$ cat src/hw/rtl/sm3_pkg.sv
// Package: SM3 constants, types and round helper functions.
`timescale 1ns / 1ps
package sm3_pkg;

	localparam int unsigned CntW = 61;
	localparam int unsigned QDepth = 4;

	localparam logic [31:0] T_LOW  = 32'h79CC4519;
	localparam logic [31:0] T_HIGH = 32'h7A879D8A;
	localparam logic [7:0]  PAD_BYTE = 8'h80;

	localparam logic [255:0] IV = {32'h7380166F, 32'h4914B2B9, 32'h172442D7, 32'hDA8A0600,
		32'hA96F30BC, 32'h163138AA, 32'hE38DEE4D, 32'hB0FB0E4E};

	// One queued command for the back end
	typedef struct packed {
		logic [7:0] data;
		logic       has_byte;
		logic       eom;
	} cmd_t;

	typedef enum logic [2:0] {
		ST_IDLE,
		ST_ROUND,
		ST_PAD,
		ST_LEN,
		ST_EMIT
	} state_t;

	function automatic logic [31:0] rotl(input logic [31:0] x, input logic [4:0] n);
		logic [63:0] d;
		d = {x, x} << n;
		return d[63:32];
	endfunction

	function automatic logic [31:0] p0(input logic [31:0] x);
		return x ^ rotl(x, 5'd9) ^ rotl(x, 5'd17);
	endfunction

	function automatic logic [31:0] p1(input logic [31:0] x);
		return x ^ rotl(x, 5'd15) ^ rotl(x, 5'd23);
	endfunction

endpackage

$ cat src/hw/rtl/sm3_front.sv
// Front end: accepts words, drops idle ones, queues commands.
`timescale 1ns / 1ps
module sm3_front #(
	parameter int unsigned Depth = sm3_pkg::QDepth
) (
	input  logic              clk,
	input  logic              arst_n,
	input  logic              in_valid,
	output logic              in_ready,
	input  sm3_pkg::cmd_t     in_cmd,
	output logic              q_valid,
	input  logic              q_pop,
	output sm3_pkg::cmd_t     q_cmd
);
	localparam int unsigned AW = (Depth > 1) ? $clog2(Depth) : 1;

	sm3_pkg::cmd_t mem_q [Depth];
	logic [AW-1:0] wr_q, rd_q;
	logic [AW:0]   cnt_q;
	logic          push;

	assign in_ready = (cnt_q != Depth[AW:0]);
	// idle words carry nothing and are dropped
	assign push = in_valid && in_ready && (in_cmd.has_byte || in_cmd.eom);
	assign q_valid = (cnt_q != '0);
	assign q_cmd = mem_q[rd_q];

	always_ff @(posedge clk) begin
		if (push) mem_q[wr_q] <= in_cmd;
	end

	always_ff @(posedge clk or negedge arst_n) begin
		if (!arst_n) begin
			wr_q <= '0;
			rd_q <= '0;
			cnt_q <= '0;
		end else begin
			if (push) wr_q <= (wr_q == AW'(Depth - 1)) ? '0 : wr_q + 1'b1;
			if (q_pop) rd_q <= (rd_q == AW'(Depth - 1)) ? '0 : rd_q + 1'b1;
			cnt_q <= cnt_q + {{AW{1'b0}}, push} - {{AW{1'b0}}, q_pop};
		end
	end
endmodule

$ cat config.mk
export PLATFORM = sky130hd
export DESIGN_NAME = sm3_front
export DESIGN_NICKNAME = d
export VERILOG_FILES = /design/src/hw/rtl/sm3_pkg.sv /design/src/hw/rtl/sm3_front.sv
export SDC_FILE = /design/constraint.sdc
export NUM_CORES = 1
export LEC_CHECK = 0
export CELL_PAD_IN_SITES_DETAIL_PLACEMENT = 1
export CELL_PAD_IN_SITES_GLOBAL_PLACEMENT = 1
export CORE_MARGIN = 3
export CORE_UTILIZATION = 46
export CTS_CLUSTER_DIAMETER = 200
export CTS_CLUSTER_SIZE = 28
export DETAILED_ROUTE_END_ITERATION = 8
export DONT_BUFFER_PORTS = 1
export PLACE_DENSITY_LB_ADDON = 0.1
export SKIP_CTS_REPAIR_TIMING = 1
export SYNTH_ARGS = -nofsm -noshare
export SYNTH_HDL_FRONTEND = slang
export SYNTH_SLANG_ARGS = --single-unit
$ cat constraint.sdc
create_clock -name clk -period 2.95 [get_ports clk]
set_input_delay 0.59 -clock clk [delete_from_list [all_inputs] [get_ports clk]]
set_output_delay 0.59 -clock clk [all_outputs]
set_load 0.005 [all_outputs]
* Word-level counts from Yosys, hierarchy flattened *
Memory sizes are Yosys's and may differ from the RTL's.
Index checks and enable logic that the tools add are counted.

storage, ports and cells
  register bits = 7
  bits in writable memories = 40
  bits of input ports = 14
  output and inout bits = 12
  logic and storage cells = 19
  memories = 1

cells by class
  add/sub/neg operators = 4
  equal/unequal tests = 3
  muxes and demuxes = 4
  reduce and logical (&&, ||, !) cells = 4

memory list
  name   words  width  read ports  clocked after Yosys merged registers in  wr ports  RTL line         source
  mem_q  4      10     1           0                                        1         sm3_front.sv:17  sm3_pkg::cmd_t mem_q [Depth];

operators by type and width
  operator               count
  $add A2 B1 Y2 const B  2
  $eq A2 B2 Y1 const B   2
  $mux W2                2
  $add A3 B1 Y3          1
  $ne A3 B3 Y1 const B   1
  $reduce_bool A3 Y1     1
  $sub A3 B1 Y3          1
  $logic_and A1 B1 Y1    2
  $mux W1                2
  $logic_or A1 B1 Y1     1

* Depth between registers and ports, before layout *
Gate-level depths: netlist (run 1).

  word-level depth = 5
  gate-level depth with buffers = 10
  depth with buffers taken out = 10

* Least setup slack after synthesis (run 1) *
OpenSTA, ideal clock, no wires.

  path type = in2reg
  start point = input in_cmd[0] in the netlist's numbering
  end point = register cnt_q[2]
  setup time = 0.124 ns
  arrival time = 2.031 ns
  data required time = 2.826 ns
  setup slack = 0.796 ns
  stages on the path = 10
  path buffers = 0
  cell sequence = o21ai_0 -> a21oi_2 -> inv_1 -> ha_1 -> inv_1 -> ha_1 -> inv_1 -> fa_1 -> xnor2_1 -> xnor2_1

on the way
  word-level cells in the longest chain between the ends = 4

ends and longest elaborated chain
  item                    RTL line         source
  start: declaration      sm3_front.sv:10  input sm3_pkg::cmd_t in_cmd,
  $logic_or A1 B1 Y1      sm3_front.sv:24  assign push = in_valid && in_ready && (in_cmd.has_byte || in_cmd.eom);
  $logic_and A1 B1 Y1     sm3_front.sv:24
  $add A3 B1 Y3           sm3_front.sv:40  cnt_q <= cnt_q + {{AW{1'b0}}, push} - {{AW{1'b0}}, q_pop};
  $sub A3 B1 Y3           sm3_front.sv:40
  end signal: assignment  sm3_front.sv:40
  end: declaration        sm3_front.sv:19  logic [AW:0] cnt_q;

Every way passes these cells.
A chain may end at the register's enable or synchronous reset.

==> results of run 1 <==
## flip-flops by register name (all words and copies together) (netlist names)
register	count
wr_q	2
mem_q	40
cnt_q	3
rd_q	2
## cell usage after synthesis (all sizes together)
cell	number	area (sq um)
buf	2	16.3
mux2	4	45.0
nor2	3	11.3
xnor2	2	17.5
or3	1	6.26
fa	1	20.0
o21ai	1	5.00
dfrtp	7	175
inv	6	22.5
mux4	10	233
nand2	1	3.75
and2	4	25.0
a21oi	1	8.76
edfxtp	40	1200
ha	7	87.6
## cells by family after synthesis
family / Yosys count / synth area share (%)
flip-flops: 47 / 73.3
AO/OA/AOI/OAI: 2 / 0.733
multiplexers: 14 / 14.8
AND/OR/NAND/NOR: 9 / 2.46
XOR/XNOR: 2 / 0.933
adder cells (fa/ha/maj): 8 / 5.73
buffers and inverters: 8 / 2.06
## worst max-delay path: stages, from the launching register on
cell,delay (ns)
dfrtp_1,0.55
buf_4,0.26
mux4_2,0.54
## worst max path at each step
stage | cells after the start | endpoint | from | slack [ns]
2_1_floorplan | 10 | cnt_q[2]$_DFF_PN0_ | in_cmd[0] | 0.80
3_3_place_gp | 10 | cnt_q[2]$_DFF_PN0_ | in_cmd[0] | 0.72
3_5_place_dp | 10 | cnt_q[2]$_DFF_PN0_ | in_cmd[0] | 0.59
4_1_cts | 2 | q_cmd[6] | rd_q[0]$_DFFE_PN0P_ | 0.68
5_1_grt | 10 | cnt_q[2]$_DFF_PN0_ | cnt_q[1]$_DFF_PN0_ | 0.55
6_report | 2 | q_cmd[6] | rd_q[0]$_DFFE_PN0P_ | 0.72
## final cells by class
cell class / count / area share [%]
Clock buffer: 5 / 3.35
Inverter: 6 / 1.10
Tap cell: 48 / 2.92
Clock inverter: 3 / 2.25
Timing Repair Buffer: 2 / 0.853
Multi-Input combinational cell: 35 / 22.5
Sequential cell: 47 / 67.0
## where the power goes
group	leakage [uW]	switching [uW]	internal (uW)
clock	0.0000548	210	255
combinational	0.000211	209	243
sequential	0.000447	112	867
## cell usage in the layout (no fill, tap or decap)
cell type / Yosys / final
or3_1: 1 / 1
dfrtp_1: 7 / 7
clkbuf_8: 0 / 5
ha_1: 7 / 7
o21ai_0: 1 / 1
clkinvlp_4: 0 / 1
dlygate4sd3_1: 0 / 1
mux4_1: 2 / 2
buf_4: 0 / 1
mux4_2: 8 / 8
bufinv_16: 0 / 1
fa_1: 1 / 1
edfxtp_1: 40 / 40
inv_6: 0 / 1
and2_1: 4 / 4
inv_1: 6 / 6
a21oi_2: 1 / 1
nand2_1: 1 / 1
mux2_2: 4 / 4
xnor2_1: 2 / 2
nor2_1: 3 / 3
## metrics by stage
| stage | instance area [sq um] | util (%) | std cells |
|---|---|---|---|
| after CTS | 2040 | 53.8 | 145 |
| after detailed placement | 1930 | 50.8 | 137 |
| final | 2050 | 54.1 | 146 |
| after floorplan | 1880 | - | 90 |
| after global placement | 1930 | 50.8 | 137 |
| after global routing | 2050 | 54.1 | 146 |
## metal layers
metal	track usage (%)	wire length, um	up-vias
met3	6.33	199	7
li1	-	-	362
met4	6.38	51	0
met5	0	0	-
met2	22.8	1470	21
met1	14.6	1130	399
==> results.yml, run 1 <==
outcome:
  status: "finished clean"
layout:
  area_growth_pct: 9.39
  register_area_sq_um: 1380
  fillers: 338
  nNetsFinal: 119
  n_antenna_cell: 0
  multi_input_area_sq_um: 463
  drive_gt1_share_pct: 22.4
routing:
  vias: 789
  routed_via_density: 5.40
  routed_wl_um: 2850
  wire_per_inst_um: 19.5
  detail-route-antenna-nets: 0
  drt_pass1_iterations: 4
  drc: 0
  drt_iter0_markers: 84
clock_network:
  clk_path_buf_depth: 2
  numCtsBuffers: 5
  clock-root-buffer: "clkbuf_8"
  htree_levels: 2
  insertion_delay_ns: 0.30
  clk_pin_slew_ns: 0.08
  clock-sinks: 47
  cts_tree: "yes"
synthesis:
  synthesis.nets: 112
  synth_cell_types: 17
  avgSynthCellArea_sq_um: 20.9
  netlist_area_sq_um: 1880
  yosysSeqAreaShare_pct: 73.3
  yosysWarnings: 0
  syn-instance-count: 90
  ys_seq_elements: 47
power_and_ir_drop:
  p_per_area_nw_per_um2: 923
  p_leak_uw: 0.000712
  totalPowerFinal_uw: 1900
  peakVddDrop_v: 0.000426
worst_hold_path:
  holdCritStartpoint: "in_cmd[3]"
  hold_path_depth: 0
  hold_path_class: "in2reg"
  hold_path_end: "mem_q[2][3]$_DFFE_PP_"
setup_path:
  rr_startpoint: "cnt_q[1]$_DFF_PN0_"
  cp.arrival_ns: 1.64
  cp.required_ns: 2.36
  reg2reg_depth: 10
  endpoint_kind: "output pin"
  r2r_end: "cnt_q[2]$_DFF_PN0_"
  setup.worst_path.start_class: "register"
  cp_max_fo: 8
  reg2reg_slack_ns: 0.76
  critPathKind: "reg2out"
sta:
  max_freq_mhz: 449
  max-slew-margin-rel_pct: 62.7
  finalSetupTns_ns: 0
  timing.hold.ws_ns: 0.383
  finalSetupViolCount: 0
  fin_ws_ns: 0.723
  rsz0062_at_grt: "no"
  period_share_pct: 75.5
  clock-skew-final_ns: 0.00161
  tightest_slew_ns: 0.560
  hold_viol: 0
  min_period_ns: 2.23
  drv_slew: 0
die:
  dieArea_sq_um: 4890
  die_w_um: 69.9
  initial_utilization_pct: 49.4
  placementRows: 22
  core_sq_um: 3800
  ios: 26
  die_h_um: 69.9
global_routing:
  grt_pass1_vias: 903
  grt_antenna_before_repair: 0
  grt_remaining_overflow: 0
  grt_start_max_net_pins: 17
  grt_pass1_wl_um: 4810
  grt_usage_pct: 13.6
placement:
  portBuffers: 0
  place_congestion: 0.678
  place_hpwl_um: 1940
  place_ws_ns: 0.592
flow_run:
  cap_violations: 0
Note: power is estimated with default switching activity, not from simulation.
==> run 2: changes to the inputs <==
clock period = 2 ns   (was 2.95 ns; I/O delays follow)
==> run 2 against run 1 <==
Effect of this change:
- setup slack got worse by 0.70 ns
- die area stayed put
- sequential power increased by 47%
- routed wire length grew 3.8%
- clock-buffer cell count unchanged
- clock power increased by 18%
- worst hold slack lost 0.18 ns
- register-to-register slack got worse by 0.73 ns
- clock skew is 0.0024 ns higher
- sequential cell count stayed put
==> results.yml, run 2 (synthesis gave the netlist of run 1 again) <==
outcome:
  status: "finished clean"
clock_network:
  clock-root-buffer: "clkbuf_8"
  htree_levels: 2
  numCtsBuffers: 5
  cts_tree: "yes"
  clock-sinks: 47
  clk_pin_slew_ns: 0.08
  clk_path_buf_depth: 2
  insertion_delay_ns: 0.29
die:
  die_w_um: 69.9
  placementRows: 22
  ios: 26
  core_sq_um: 3800
  dieArea_sq_um: 4890
  initial_utilization_pct: 49.4
  die_h_um: 69.9
flow_run:
  cap_violations: 0
setup_path:
  crit_family: "adder cells"
  cp_max_fo: 3
  crit_buf_inv: 3
  cp.required_ns: 2.21
  crit_chain: "nor2_2 -> a21oi_2 -> inv_1 -> ha_1 -> inv_1 -> ha_1 -> inv_1 -> fa_1 -> xnor2_1 -> xnor2_1"
  slowest_stage: "dfrtp_1"
  cpPeakStageDelay_ns: 0.41
  cp.arrival_ns: 2.19
  cpMostUsedCell: "inv_1"
  setup.worst_path.start_class: "register"
  critPathKind: "reg2reg"
  endpoint_kind: "register"
power_and_ir_drop:
  peakVddDrop_v: 0.000703
  intPower_uw: 1990
  seqPwrFrac_pct: 51.7
  sw_frac_of_total_pct: 28.9
  comb_power_share_pct: 28.6
  p_leak_uw: 0.000753
  p_per_area_nw_per_um2: 1310
  p_sw_uw: 807
  pwr-share-clk_pct: 19.7
  totalPowerFinal_uw: 2790
routing:
  detail-route-antenna-nets: 0
  routed_via_density: 5.27
  vias: 806
  drt_iter0_markers: 48
  wire_per_inst_um: 19.3
  routed_wl_um: 2960
  drt_pass1_iterations: 3
  drc: 0
placement:
  place_hpwl_um: 2170
  place_ws_ns: 0.00386
  place_congestion: 0.690
  portBuffers: 0
global_routing:
  grt_remaining_overflow: 0
  grt_pass1_vias: 932
  grt_start_max_net_pins: 16
  grt_antenna_before_repair: 0
  grt_pass1_wl_um: 4840
  grt_usage_pct: 13.2
layout:
  fillers: 346
  final_common_cell: "edfxtp_1"
  register_area_sq_um: 1380
  multi_input_area_sq_um: 465
  top_register: "mem_q"
  area_growth_pct: 13.6
  n_antenna_cell: 0
  largestRegisters: "mem_q x40, cnt_q x3"
  nNetsFinal: 126
  drive_gt1_share_pct: 29.5
  largest_register_ffs: 40
  layout_common_cells: "edfxtp_1 (40), mux4_2 (8), ha_1 (7)"
sta:
  tightest_slew_ns: 0.544
  drv_slew: 0
  max_freq_mhz: 506
  hold_viol: 0
  period_share_pct: 98.7
  min_period_ns: 1.97
  clock-skew-final_ns: 0.00405
  max-slew-margin-rel_pct: 63.7
  finalSetupViolCount: 0
  fin_ws_ns: 0.0253
  rsz0062_at_grt: "yes"
  timing.hold.ws_ns: 0.200
worst_hold_path:
  hold_path_class: "in2reg"
run 2: final timing paths:
check,from,endpoint,slack [ns],depth (start not counted)
max,cnt_q[0]$_DFF_PN0_,cnt_q[2]$_DFF_PN0_,0.03,10
min,in_cmd[6],mem_q[0][6]$_DFFE_PP_,0.20,0
max reg2reg,cnt_q[0]$_DFF_PN0_,cnt_q[2]$_DFF_PN0_,0.03,10
min reg2reg,cnt_q[2]$_DFF_PN0_,cnt_q[2]$_DFF_PN0_,0.56,1
min in group asynchronous,arst_n,cnt_q[0]$_DFF_PN0_,0.44,1
max in group asynchronous,arst_n,rd_q[0]$_DFFE_PN0P_,1.28,1
run 2: cell type report:
class	instances	share of cell area (%)
flip-flops and latches	47	64.6
multi-input cells	35	21.8
repair buffers	9	5.63
clock buffers	5	3.23
well taps	48	2.82
inverters	6	1.06
clock inverters	3	0.880
run 2: power groups by stage:
stage,Clock (uW),Combinational (uW),Sequential (uW)
after floorplan,0,612,1380
after global placement,0,795,1450
after detailed placement,0,820,1470
after CTS,572,821,1450
after global routing,612,885,1480
final,549,800,1440
run 2: metal layers:
layer  up-vias  part of all wire [%]  track usage [%]
li1        374                     -                -
met1       411                    41             15.8
met2        17                    53             22.5
met3         4                   5.2             3.74
met4         0                  0.88             5.11
met5         -                     0                0
run 2: stage by stage:
step           instance area, sq um  utilization, %  setup TNS, ns  std cells
2_1_floorplan                  1880               -              0         90
3_3_place_gp                   2030            53.5              0        144
3_5_place_dp                   2030            53.5              0        144
4_1_cts                        2120            55.8         -0.256        152
5_1_grt                        2130            56.2        -0.0996        153
6_report                       2130            56.2              0        153
